[src/rtl/core/id_slot_table_assert.svh]
// Assertion macros used by the id slot table RTL (included by ist_back).
// No dependencies; the bodies compile away when SYNTHESIS is defined.
`ifndef ID_SLOT_TABLE_ASSERT_SVH
`define ID_SLOT_TABLE_ASSERT_SVH

`ifndef SYNTHESIS

// a implies b in the same cycle
`define IST_ASSERT_IMP(label, clk, rst, a, b) \
  label: assert property (@(posedge clk) disable iff (rst) (a) |-> (b)) \
    else $error("id_slot_table: assertion failed");

// a implies b in the next cycle
`define IST_ASSERT_NEXT(label, clk, rst, a, b) \
  label: assert property (@(posedge clk) disable iff (rst) (a) |=> (b)) \
    else $error("id_slot_table: assertion failed");

`else

`define IST_ASSERT_IMP(label, clk, rst, a, b)
`define IST_ASSERT_NEXT(label, clk, rst, a, b)

`endif

`endif

[src/rtl/core/ist_pkg.sv]
// Shared types and constants for the id slot table.
// Used by every module in rtl/core; no dependencies.
package ist_pkg;

  localparam int NUM_SLOTS  = 8;
  localparam int ID_W       = 8;
  localparam int SLOT_IN_W  = 8;
  localparam int RES_SLOT_W = 3;
  localparam int SLOT_W     = (NUM_SLOTS > 1) ? $clog2(NUM_SLOTS) : 1;

  localparam logic [SLOT_W-1:0] LAST_SLOT  = SLOT_W'(NUM_SLOTS - 1);
  localparam logic [ID_W-1:0]   ID_INVALID = '1;

  // command queue between front and back
  localparam int QDEPTH = 2;
  localparam int QPTR_W = (QDEPTH > 1) ? $clog2(QDEPTH) : 1;
  localparam int QCNT_W = $clog2(QDEPTH + 1);

  typedef enum logic [1:0] {
    CMD_ADD   = 2'd0,
    CMD_FIND  = 2'd1,
    CMD_READ  = 2'd2,
    CMD_CLEAR = 2'd3
  } cmd_t;

  typedef struct packed {
    cmd_t              cmd;
    logic [ID_W-1:0]   node_id;
    logic              slot_ok;
    logic [SLOT_W-1:0] slot_idx;
  } item_t;

endpackage

[src/rtl/core/ist_front.sv]
// Front end: takes commands off the start/busy port and classifies them.
// Depends on ist_pkg.
module ist_front (
  input  logic                           start,
  input  logic [1:0]                     command,
  input  logic [ist_pkg::ID_W-1:0]       node_id,
  input  logic [ist_pkg::SLOT_IN_W-1:0]  slot,
  input  logic                           full,
  output logic                           busy,
  output logic                           push,
  output ist_pkg::item_t                 item
);
  import ist_pkg::*;

  assign busy = full;
  assign push = start && !full;

  always_comb begin
    item.cmd      = cmd_t'(command);
    item.node_id  = node_id;
    // range check done once here so the back end only sees a flag
    item.slot_ok  = {1'b0, slot} < (SLOT_IN_W + 1)'(NUM_SLOTS);
    item.slot_idx = SLOT_W'(slot);
  end

endmodule

[src/rtl/core/ist_queue.sv]
// Short command queue decoupling the front end from the scan engine.
// Depends on ist_pkg.
module ist_queue (
  input  logic           clk,
  input  logic           rst,
  input  logic           push,
  input  ist_pkg::item_t wr_item,
  input  logic           pop,
  output ist_pkg::item_t rd_item,
  output logic           full,
  output logic           empty
);
  import ist_pkg::*;

  item_t             fifo_mem [QDEPTH];
  logic [QPTR_W-1:0] wr_ptr;
  logic [QPTR_W-1:0] rd_ptr;
  logic [QCNT_W-1:0] count;

  assign full    = count == QCNT_W'(QDEPTH);
  assign empty   = count == '0;
  assign rd_item = fifo_mem[rd_ptr];

  always_ff @(posedge clk) begin
    if (push) begin
      fifo_mem[wr_ptr] <= wr_item;
    end
  end

  always_ff @(posedge clk) begin
    if (rst) begin
      wr_ptr <= '0;
      rd_ptr <= '0;
      count  <= '0;
    end else begin
      if (push) begin
        wr_ptr <= (wr_ptr == QPTR_W'(QDEPTH - 1)) ? '0 : wr_ptr + 1'b1;
      end
      if (pop) begin
        rd_ptr <= (rd_ptr == QPTR_W'(QDEPTH - 1)) ? '0 : rd_ptr + 1'b1;
      end
      case ({push, pop})
        2'b10:   count <= count + 1'b1;
        2'b01:   count <= count - 1'b1;
        default: count <= count;
      endcase
    end
  end

endmodule

[src/rtl/core/ist_back.sv]
// Back end: holds the ID table and scans it one slot per cycle.
// Depends on ist_pkg and id_slot_table_assert.svh.
module ist_back (
  input  logic                             clk,
  input  logic                             rst,
  input  logic                             q_empty,
  input  ist_pkg::item_t                   q_item,
  output logic                             pop,
  output logic                             done,
  output logic                             ok,
  output logic [ist_pkg::RES_SLOT_W-1:0]   slot_result,
  output logic [ist_pkg::ID_W-1:0]         id_result
);
  import ist_pkg::*;
  `include "id_slot_table_assert.svh"

  typedef enum logic [1:0] {
    S_IDLE,
    S_SCAN,
    S_READ
  } state_t;

  state_t               state;
  item_t                cur_item;
  logic [SLOT_W-1:0]    cur;
  logic [ID_W-1:0]      mem [NUM_SLOTS];
  logic [NUM_SLOTS-1:0] vld;
  logic [ID_W-1:0]      rd_raw;
  logic                 rd_vld;
  logic [SLOT_W-1:0]    rd_addr;
  logic [ID_W-1:0]      entry;
  logic                 is_empty;
  logic                 hit;
  logic                 mem_we;

  assign pop = (state == S_IDLE) && !q_empty;

  // read address runs one slot ahead of the entry being compared
  always_comb begin
    if (state == S_IDLE) begin
      rd_addr = (q_item.cmd == CMD_READ && q_item.slot_ok) ? q_item.slot_idx : '0;
    end else if (cur == LAST_SLOT) begin
      rd_addr = cur;
    end else begin
      rd_addr = cur + 1'b1;
    end
  end

  // a slot never written since reset or clear reads as empty
  assign entry    = rd_vld ? rd_raw : '0;
  assign is_empty = entry == '0;
  assign hit      = (cur_item.cmd == CMD_ADD) ? (is_empty || entry == cur_item.node_id)
                                              : (entry == cur_item.node_id);
  assign mem_we   = (state == S_SCAN) && (cur_item.cmd == CMD_ADD) && is_empty;

  always_ff @(posedge clk) begin
    if (mem_we) begin
      mem[cur] <= cur_item.node_id;
    end
    rd_raw <= mem[rd_addr];
    rd_vld <= vld[rd_addr];
  end

  always_ff @(posedge clk) begin
    if (rst) begin
      state <= S_IDLE;
      vld   <= '0;
      done  <= 1'b0;
    end else begin
      done <= 1'b0;
      case (state)
        S_IDLE: begin
          if (pop) begin
            cur_item <= q_item;
            cur      <= '0;
            case (q_item.cmd)
              CMD_CLEAR: begin
                vld         <= '0;
                done        <= 1'b1;
                ok          <= 1'b1;
                slot_result <= '0;
                id_result   <= '0;
              end
              CMD_READ: state <= S_READ;
              default:  state <= S_SCAN;
            endcase
          end
        end
        S_SCAN: begin
          if (mem_we) begin
            vld[cur] <= 1'b1;
          end
          if (hit) begin
            done        <= 1'b1;
            ok          <= 1'b1;
            slot_result <= RES_SLOT_W'(cur);
            id_result   <= '0;
            state       <= S_IDLE;
          end else if (cur == LAST_SLOT) begin
            done        <= 1'b1;
            ok          <= 1'b0;
            slot_result <= '0;
            id_result   <= '0;
            state       <= S_IDLE;
          end else begin
            cur <= cur + 1'b1;
          end
        end
        S_READ: begin
          done        <= 1'b1;
          slot_result <= '0;
          state       <= S_IDLE;
          if (cur_item.slot_ok) begin
            ok        <= 1'b1;
            id_result <= entry;
          end else begin
            ok        <= 1'b0;
            id_result <= ID_INVALID;
          end
        end
        default: state <= S_IDLE;
      endcase
    end
  end

  `IST_ASSERT_IMP(a_scan_in_range, clk, rst, state == S_SCAN, cur <= LAST_SLOT)
  `IST_ASSERT_IMP(a_fail_no_slot, clk, rst, done && !ok, slot_result == '0)
  `IST_ASSERT_IMP(a_one_field, clk, rst, done, slot_result == '0 || id_result == '0)
  `IST_ASSERT_NEXT(a_write_ends_scan, clk, rst, mem_we, state == S_IDLE && done && ok)

endmodule

[src/rtl/core/id_slot_table.sv]
// Top level of the id slot table: front end, command queue, scan engine.
// Depends on ist_pkg, ist_front, ist_queue and ist_back.
//
// A command is taken when start is high and busy is low. It enters a
// two-deep queue, so busy only rises when two commands are waiting behind
// the one in progress. The scan engine reads the table through a single
// registered read port, one slot per cycle. Add and find scan from slot 0 up
// to the first hit; read fetches one slot; clear completes from idle.
// Each result appears on ok, slot_result and id_result for exactly one
// cycle with done high; there is no way to hold it off, so the receiver
// must take it in that cycle. The table comes out of reset empty.
module id_slot_table (
  input  logic                             clk,
  input  logic                             rst,
  input  logic                             start,
  input  logic [1:0]                       command,
  input  logic [ist_pkg::ID_W-1:0]         node_id,
  input  logic [ist_pkg::SLOT_IN_W-1:0]    slot,
  output logic                             busy,
  output logic                             done,
  output logic                             ok,
  output logic [ist_pkg::RES_SLOT_W-1:0]   slot_result,
  output logic [ist_pkg::ID_W-1:0]         id_result
);
  import ist_pkg::*;

  item_t push_item;
  item_t q_item;
  logic  push;
  logic  pop;
  logic  q_full;
  logic  q_empty;

  ist_front u_front (
    .start   (start),
    .command (command),
    .node_id (node_id),
    .slot    (slot),
    .full    (q_full),
    .busy    (busy),
    .push    (push),
    .item    (push_item)
  );

  ist_queue u_queue (
    .clk     (clk),
    .rst     (rst),
    .push    (push),
    .wr_item (push_item),
    .pop     (pop),
    .rd_item (q_item),
    .full    (q_full),
    .empty   (q_empty)
  );

  ist_back u_back (
    .clk         (clk),
    .rst         (rst),
    .q_empty     (q_empty),
    .q_item      (q_item),
    .pop         (pop),
    .done        (done),
    .ok          (ok),
    .slot_result (slot_result),
    .id_result   (id_result)
  );

endmodule

[config.mk]
export PLATFORM = sky130hd
export DESIGN_NAME = id_slot_table
export DESIGN_NICKNAME = d
export VERILOG_FILES = /design/src/rtl/core/ist_pkg.sv /design/src/rtl/core/ist_front.sv /design/src/rtl/core/ist_queue.sv /design/src/rtl/core/ist_back.sv /design/src/rtl/core/id_slot_table.sv
export VERILOG_INCLUDE_DIRS = /design/src /design/src/rtl/core
export SDC_FILE = /design/constraint.sdc
export NUM_CORES = 1
export LEC_CHECK = 0
export BUFFER_PORTS_ARGS = -buffer_cell sky130_fd_sc_hd__buf_2
export CORE_MARGIN = 2
export CORE_UTILIZATION = 49
export DETAILED_ROUTE_END_ITERATION = 10
export HOLD_SLACK_MARGIN = 0.02
export PLACE_DENSITY = 0.66
export SYNTH_ARGS = -nofsm -noshare
export SYNTH_HDL_FRONTEND = slang
export SYNTH_SLANG_ARGS = --single-unit
export TNS_END_PERCENT = 30
[constraint.sdc]
create_clock -name clk -period 3.9 [get_ports clk]
set_clock_uncertainty 0.2 [all_clocks]
set_input_delay 0.195 -clock clk [delete_from_list [all_inputs] [get_ports clk]]
set_output_delay 0.195 -clock clk [all_outputs]
set_load 0.02 [all_outputs]
==> results of run 1 <==
==> power breakdown <==
group	total (mW)	internal, mW	leakage (nW)	switching [mW]
clock	1.58	0.992	0.288	0.587
combinational	1.28	0.550	0.881	0.733
sequential	2.25	1.98	1.29	0.276
==> path summary, 6_finish.rpt <==
check,from,to,slack [ns],depth (start not counted)
worst min-delay path,u_back.vld[7]$_SDFFE_PP0P_,u_back.vld[7]$_SDFFE_PP0P_,0.28,1
worst max register to register,register,u_back.rd_vld$_DFF_P_,0.92,7
worst min register to register,u_back.vld[7]$_SDFFE_PP0P_,u_back.vld[7]$_SDFFE_PP0P_,0.28,1
worst max-delay path,register,u_back.rd_vld$_DFF_P_,0.92,7
==> cell usage after synthesis, drive strengths merged, types with 2 or more instances <==
master / instances
o21a: 2
and3: 4
or3: 2
a32o: 11
clkbuf: 6
o21ai: 8
a211oi: 2
nand3: 4
dfxtp: 25
xor2: 5
and3b: 2
ha: 6
mux2: 28
mux2i: 14
nand4b: 3
nand2b: 4
a22o: 6
o221ai: 2
nand4: 2
nor3: 2
buf: 8
o22ai: 11
o22a: 3
nor2b: 3
o211ai: 3
nor2: 37
xnor2: 4
nand2: 38
a21boi: 8
inv: 6
o32ai: 2
nor4: 3
a21oi: 2
edfxtp: 118
==> state kept, by name (all words and copies together), names as in the netlist, 3 cells and up, named ones only <==
| name | count |
|---|---|
| u_back.rd_raw | 8 |
| u_back.id_result | 8 |
| u_back.vld | 8 |
| u_queue.fifo_mem | 28 |
| u_back.mem | 64 |
| u_back.cur_item | 11 |
| u_back.slot_result | 3 |
| u_back.cur | 3 |
==> worst reg2reg max path, delay by kind of cell (launching register included) <==
kind | cells | cell delay [ns]
compound gates | 3 | 0.82
buf+inv | 1 | 0.30
flops | 1 | 0.82
mux | 1 | 0.31
simple gates | 2 | 0.41
==> stage by stage <==
stage	total power [mW]	area, µm²	setup WS [ns]	std cells
global placement	3.50	6220	0.932	568
finish	5.11	6970	0.922	617
global route	5.37	6970	0.683	617
CTS	5.13	6970	0.857	617
detailed placement	3.54	6220	0.866	568
floorplan	3.20	5900	0.621	395
==> layer usage <==
layer / part of all wire / global-route usage / vias up
met1: 0.46 / 0.235 / 1653
met4: 0.033 / 0.0894 / 0
met5: 0 / 0 / -
met2: 0.47 / 0.280 / 84
li1: - / - / 1643
met3: 0.041 / 0.0499 / 29
==> cell type report <==
class	count	area [µm²]	area share
Timing Repair Buffer	57	385	0.0553
Inverter	6	22.5	0.00323
Clock buffer	18	429	0.0616
Tap cell	147	184	0.0264
Sequential cell	143	4040	0.580
Clock inverter	14	149	0.0214
Multi-Input combinational cell	232	1750	0.252
==> cell families (layout without fill, tap and decap cells) <==
family          Yosys count  after routing  synth area share
flops                   143            143             0.685
simple gates            110            110            0.0935
compound gates           65             65            0.0922
mux                      42             42            0.0842
buf+inv                  20             95            0.0187
xor+xnor                  9              9            0.0134
fa+ha+maj                 6              6            0.0127
==> results.cfg, run 1 <==
[placed_design]
dp_hpwl_um = 7150
port_buffers = 34
gp_congestion = 0.858

[synth]
synth_ff_type = edfxtp_1
yosys_warnings = 0
synth_top_area_frac = 0.601
yosysUniqueCellTypes = 55
netlist_instances = 395
netlist_area_mm2 = 0.00590
yosysTopAreaCell = edfxtp_1
synth-seq-cells = 143
synth-edff-count = 118
async_flop_share = 0
avgSynthCellArea_um2 = 14.9
synthesis.nets = 422
ys_seq_area_frac = 0.685
synthTopCellsByArea = edfxtp_1 60%, dfxtp_1 8.5%, mux2_2 3.1%, mux2_4 2.5%, nand2_1 2.4%

[detailed_routing]
avgViaCountPerCell = 5.53
dr.pass1.iters = 4
drc_errors = 0
num_vias = 3409
initialDrtViolationCount = 275
routed_wl_um = 11000
ant_nets = 0
wl_per_cell_um = 17.8

[setup_path]
worst_setup_path_start_kind = register
critPathTopFamily = flip-flops
crit_chain = and3b_4, o211ai_4, o22ai_4, buf_4, mux2_4, o22ai_1, nor2_1
path_max_fanout = 19
cpPeakStageDelay_ns = 0.82
cp_data_required_time_ns = 4.01
critPathArrivalTime_ns = 3.08
path_buf_inv = 1
worstSetupPathType = register to register
end_kind = register
critPathSlowestCell = dfxtp_1

[sta]
rsz0062_at_grt = false
worst_slew_pin_slew_ns = 1.15
setup_viol = 0
hold_violations = 0
setup-tns-final_ns = 0
maxSlewViolCount = 0
min_period_over_period = 0.764
whs_ns = 0.281
relSlewSlack = 0.228
max_freq_mhz = 336
min_period_ns = 2.98

[global_route]
globalRouteTotalUtil = 0.180
antenna_found_initial = 0
overflow = 0
grt_pass1_wl_um = 17400
grt_pass1_vias = 3503
grt_max_degree = 21

[cts]
clk_pin_slew_ns = 0.06
htree_levels = 4
cts_tree = yes
cts_max_path_buffers = 2
hold_buffers = 17
post_cts_buffers = 0
clkLatencyLatePin_ns = 0.41
clkSinkCount = 143
cts-buffers-inserted = 17
cts_resized = 0
root_buffer = clkbuf_16

[outcome]
status = finished clean

[job]
maxCapViolations = 0

[finish]
num-nets-final = 484
final_core_util = 0.587
layout_common_cells = 118 x edfxtp_1, 38 x nand2_1, 37 x nor2_1, 34 x buf_2, 25 x dfxtp_1
area_growth_pct = 18.1
drive_gt1_frac = 0.223
diodes = 0
final.fill_count = 914
final_common_cell = edfxtp_1

[hold_path]
hold_path_class = register to register

[floorplan]
die_h_um = 114
core_area_mm2 = 0.0119
start_util = 0.497
die-area_mm2 = 0.0129
io_pins = 35
num_rows = 40
die_x_um = 114

[power_and_ir_drop]
p_leak_nw = 2.46
powerDensity_mw_per_mm2 = 734
vdd_drop_max_mv = 0.465
Power figures use the tool's default switching activity.
==> inputs of run 2 (changes only) <==
Settings changed: PLACE_DENSITY 0.66 to 0.69.
Clock period 3.9 ns to 2.4 ns, I/O delays scaled along.
==> run 2 against run 1 <==
  * Sequential cell count unchanged
  * Hold slack lost 0.058 ns
  * First-iteration DRC count up 23%
  * Total power is 75% higher
  * Wire length up 8.7%
  * Clock-buffer cell count grew 6
  * Largest power group unchanged
==> results.cfg, run 2 (synthesized netlist as in run 1, its figures left out) <==
[floorplan]
die_x_um = 114
num_rows = 40
die_h_um = 114
core_area_mm2 = 0.0119
die-area_mm2 = 0.0129
start_util = 0.497
io_pins = 35

[job]
maxCapViolations = 0

[outcome]
status = finished clean

[sta]
min_period_over_period = 0.973
maxSlewViolCount = 0
relSlewSlack = 0.577
worst_slew_pin_slew_ns = 0.635
setup_viol = 0
min_period_ns = 2.34
max_freq_mhz = 428
setup_ws_ns = 0.0645
rsz0062_at_grt = true
hold_violations = 0

[setup_path]
reg2regPathDepth = 8
worstSetupPathType = register to register
rrSetupSlack_ns = 0.06
r2r_start = u_back.rd_raw[6]$_DFF_P_
end_kind = register
worst_setup_path_start_kind = register
critPathArrivalTime_ns = 2.26
path_max_fanout = 8
critical_path.startpoint = u_back.rd_raw[6]$_DFF_P_
reg2reg_to = u_back.mem[4][3]$_DFFE_PP_
crit_path_end = u_back.mem[4][3]$_DFFE_PP_
cp_data_required_time_ns = 2.32

[finish]
num-nets-final = 521
finalNonFillerCells = 654
largest_reg_flops = 64
diodes = 0
seqCellArea_mm2 = 0.00405
regMostFlops = u_back.mem
multi_input_comb_area_mm2 = 0.00180
design_area_mm2 = 0.00744
area_growth_pct = 26.0
final_common_cell = edfxtp_1
drive_gt1_frac = 0.296
layout_common_cells = 118 x edfxtp_1, 36 x nand2_1, 35 x nor2_1, 34 x buf_2, 30 x buf_4
final.fill_count = 818
final_core_util = 0.627
largestRegisters = u_back.mem (64), u_queue.fifo_mem (28), u_back.cur_item (11)

[power_and_ir_drop]
powerDensity_mw_per_mm2 = 1210
swShare = 0.311
vdd_drop_max_mv = 0.640
pwr-share-clk = 0.276
p_leak_nw = 2.68
intPower_mw = 6.17
pwr-share-comb = 0.329
switching_power_mw = 2.79
seq_power_share = 0.395

[cts]
clkLatencyLatePin_ns = 0.42
htree_levels = 4
clkSinkCount = 143
cts_max_path_buffers = 2
clk_pin_slew_ns = 0.05
cts_tree = yes
root_buffer = clkbuf_16
cts-buffers-inserted = 17

[detailed_routing]
avgViaCountPerCell = 5.50
initialDrtViolationCount = 338
ant_nets = 0
num_vias = 3594
drc_errors = 0
dr.pass1.iters = 5
routed_wl_um = 12000
wl_per_cell_um = 18.3

[global_route]
antenna_found_initial = 0
grt_pass1_wl_um = 18200
grt_max_degree = 36
overflow = 0
grt_pass1_vias = 3552
globalRouteTotalUtil = 0.190

[placed_design]
dp_hpwl_um = 7700
pre_cts_ws_ns = -0.0366
placedCellCount = 599
gp_congestion = 0.791
port_buffers = 34
placed_cell_area_mm2 = 0.00652

[hold_path]
hold_path_class = input port to register
==> run 2: changes by cell type in the layout (fill, tap and decap cells not counted), sizes merged <==
cell    before  now
buf         40   73
clkbuf      18   27
clkinv      10    5
bufbuf       0    1
bufinv       3    2
==> run 2: power by group through the flow <==
stage | Clock (mW) | Combinational (mW) | Sequential (mW)
final | 2.47 | 2.95 | 3.54
after CTS | 2.52 | 2.71 | 3.51
after floorplan | 0 | 1.67 | 3.55
after detailed placement | 0 | 2.59 | 3.56
after global placement | 0 | 2.54 | 3.54
after global routing | 2.64 | 3.16 | 3.57
==> run 2: per-layer routing <==
layer | share of wire | vias to the layer above | global-route usage
met2 | 0.47 | 138 | 0.294
met3 | 0.071 | 19 | 0.0659
met5 | 0 | - | 0
met1 | 0.44 | 1716 | 0.252
li1 | - | 1721 | -
met4 | 0.019 | 0 | 0.0691
==> run 2: area by class of cell <==
class,instances,share of cell area
Clock buffer,24,0.0634
Clock inverter,8,0.0121
Inverter,6,0.00303
Multi-Input combinational cell,232,0.242
Sequential cell,143,0.544
Tap cell,147,0.0247
Timing Repair Buffer,94,0.110
==> run 2: worst max-delay path: stages, from the launching register on <==
cell      delay [ns]
dfxtp_2         0.34
buf_4           0.14
nor4_1          0.21
nand2_1         0.10
a211oi_2        0.27
buf_4           0.18
nand3b_1        0.19
nor2_1          0.23
buf_6           0.19
==> run 2: worst min path at each step <==
stage,slack (ns),depth (start not counted),to,start
2_1_floorplan,0.02,0,u_queue.fifo_mem[0][0]$_DFFE_PP_,slot[0]
3_3_place_gp,0.11,1,u_queue.fifo_mem[1][5]$_DFFE_PP_,node_id[1]
3_5_place_dp,0.11,1,u_queue.fifo_mem[0][5]$_DFFE_PP_,node_id[1]
4_1_cts,0.20,2,u_queue.fifo_mem[0][5]$_DFFE_PP_,node_id[1]
5_1_grt,0.21,2,u_queue.fifo_mem[0][5]$_DFFE_PP_,node_id[1]
6_report,0.22,2,u_queue.fifo_mem[0][9]$_DFFE_PP_,node_id[5]
==> run 2: what timing repair did <==
action,CTS,global route
hold buffers,17,0
resized for setup,1,15
endpoints found under the setup margin,15,53
pin swaps,2,5
setup buffers,1,1
hold endpoints to repair,36,0
cloned,1,3
==> run 2: metrics by stage <==
stage / hold WS (ns) / setup TNS (ns) / total power [mW]
after global placement: 0.108 / -0.194 / 6.08
after detailed placement: 0.111 / -0.437 / 6.15
after CTS: 0.203 / 0 / 8.74
after global routing: 0.206 / -0.0734 / 9.37
after floorplan: 0.0189 / -1.39 / 5.23
final: 0.223 / 0 / 8.96
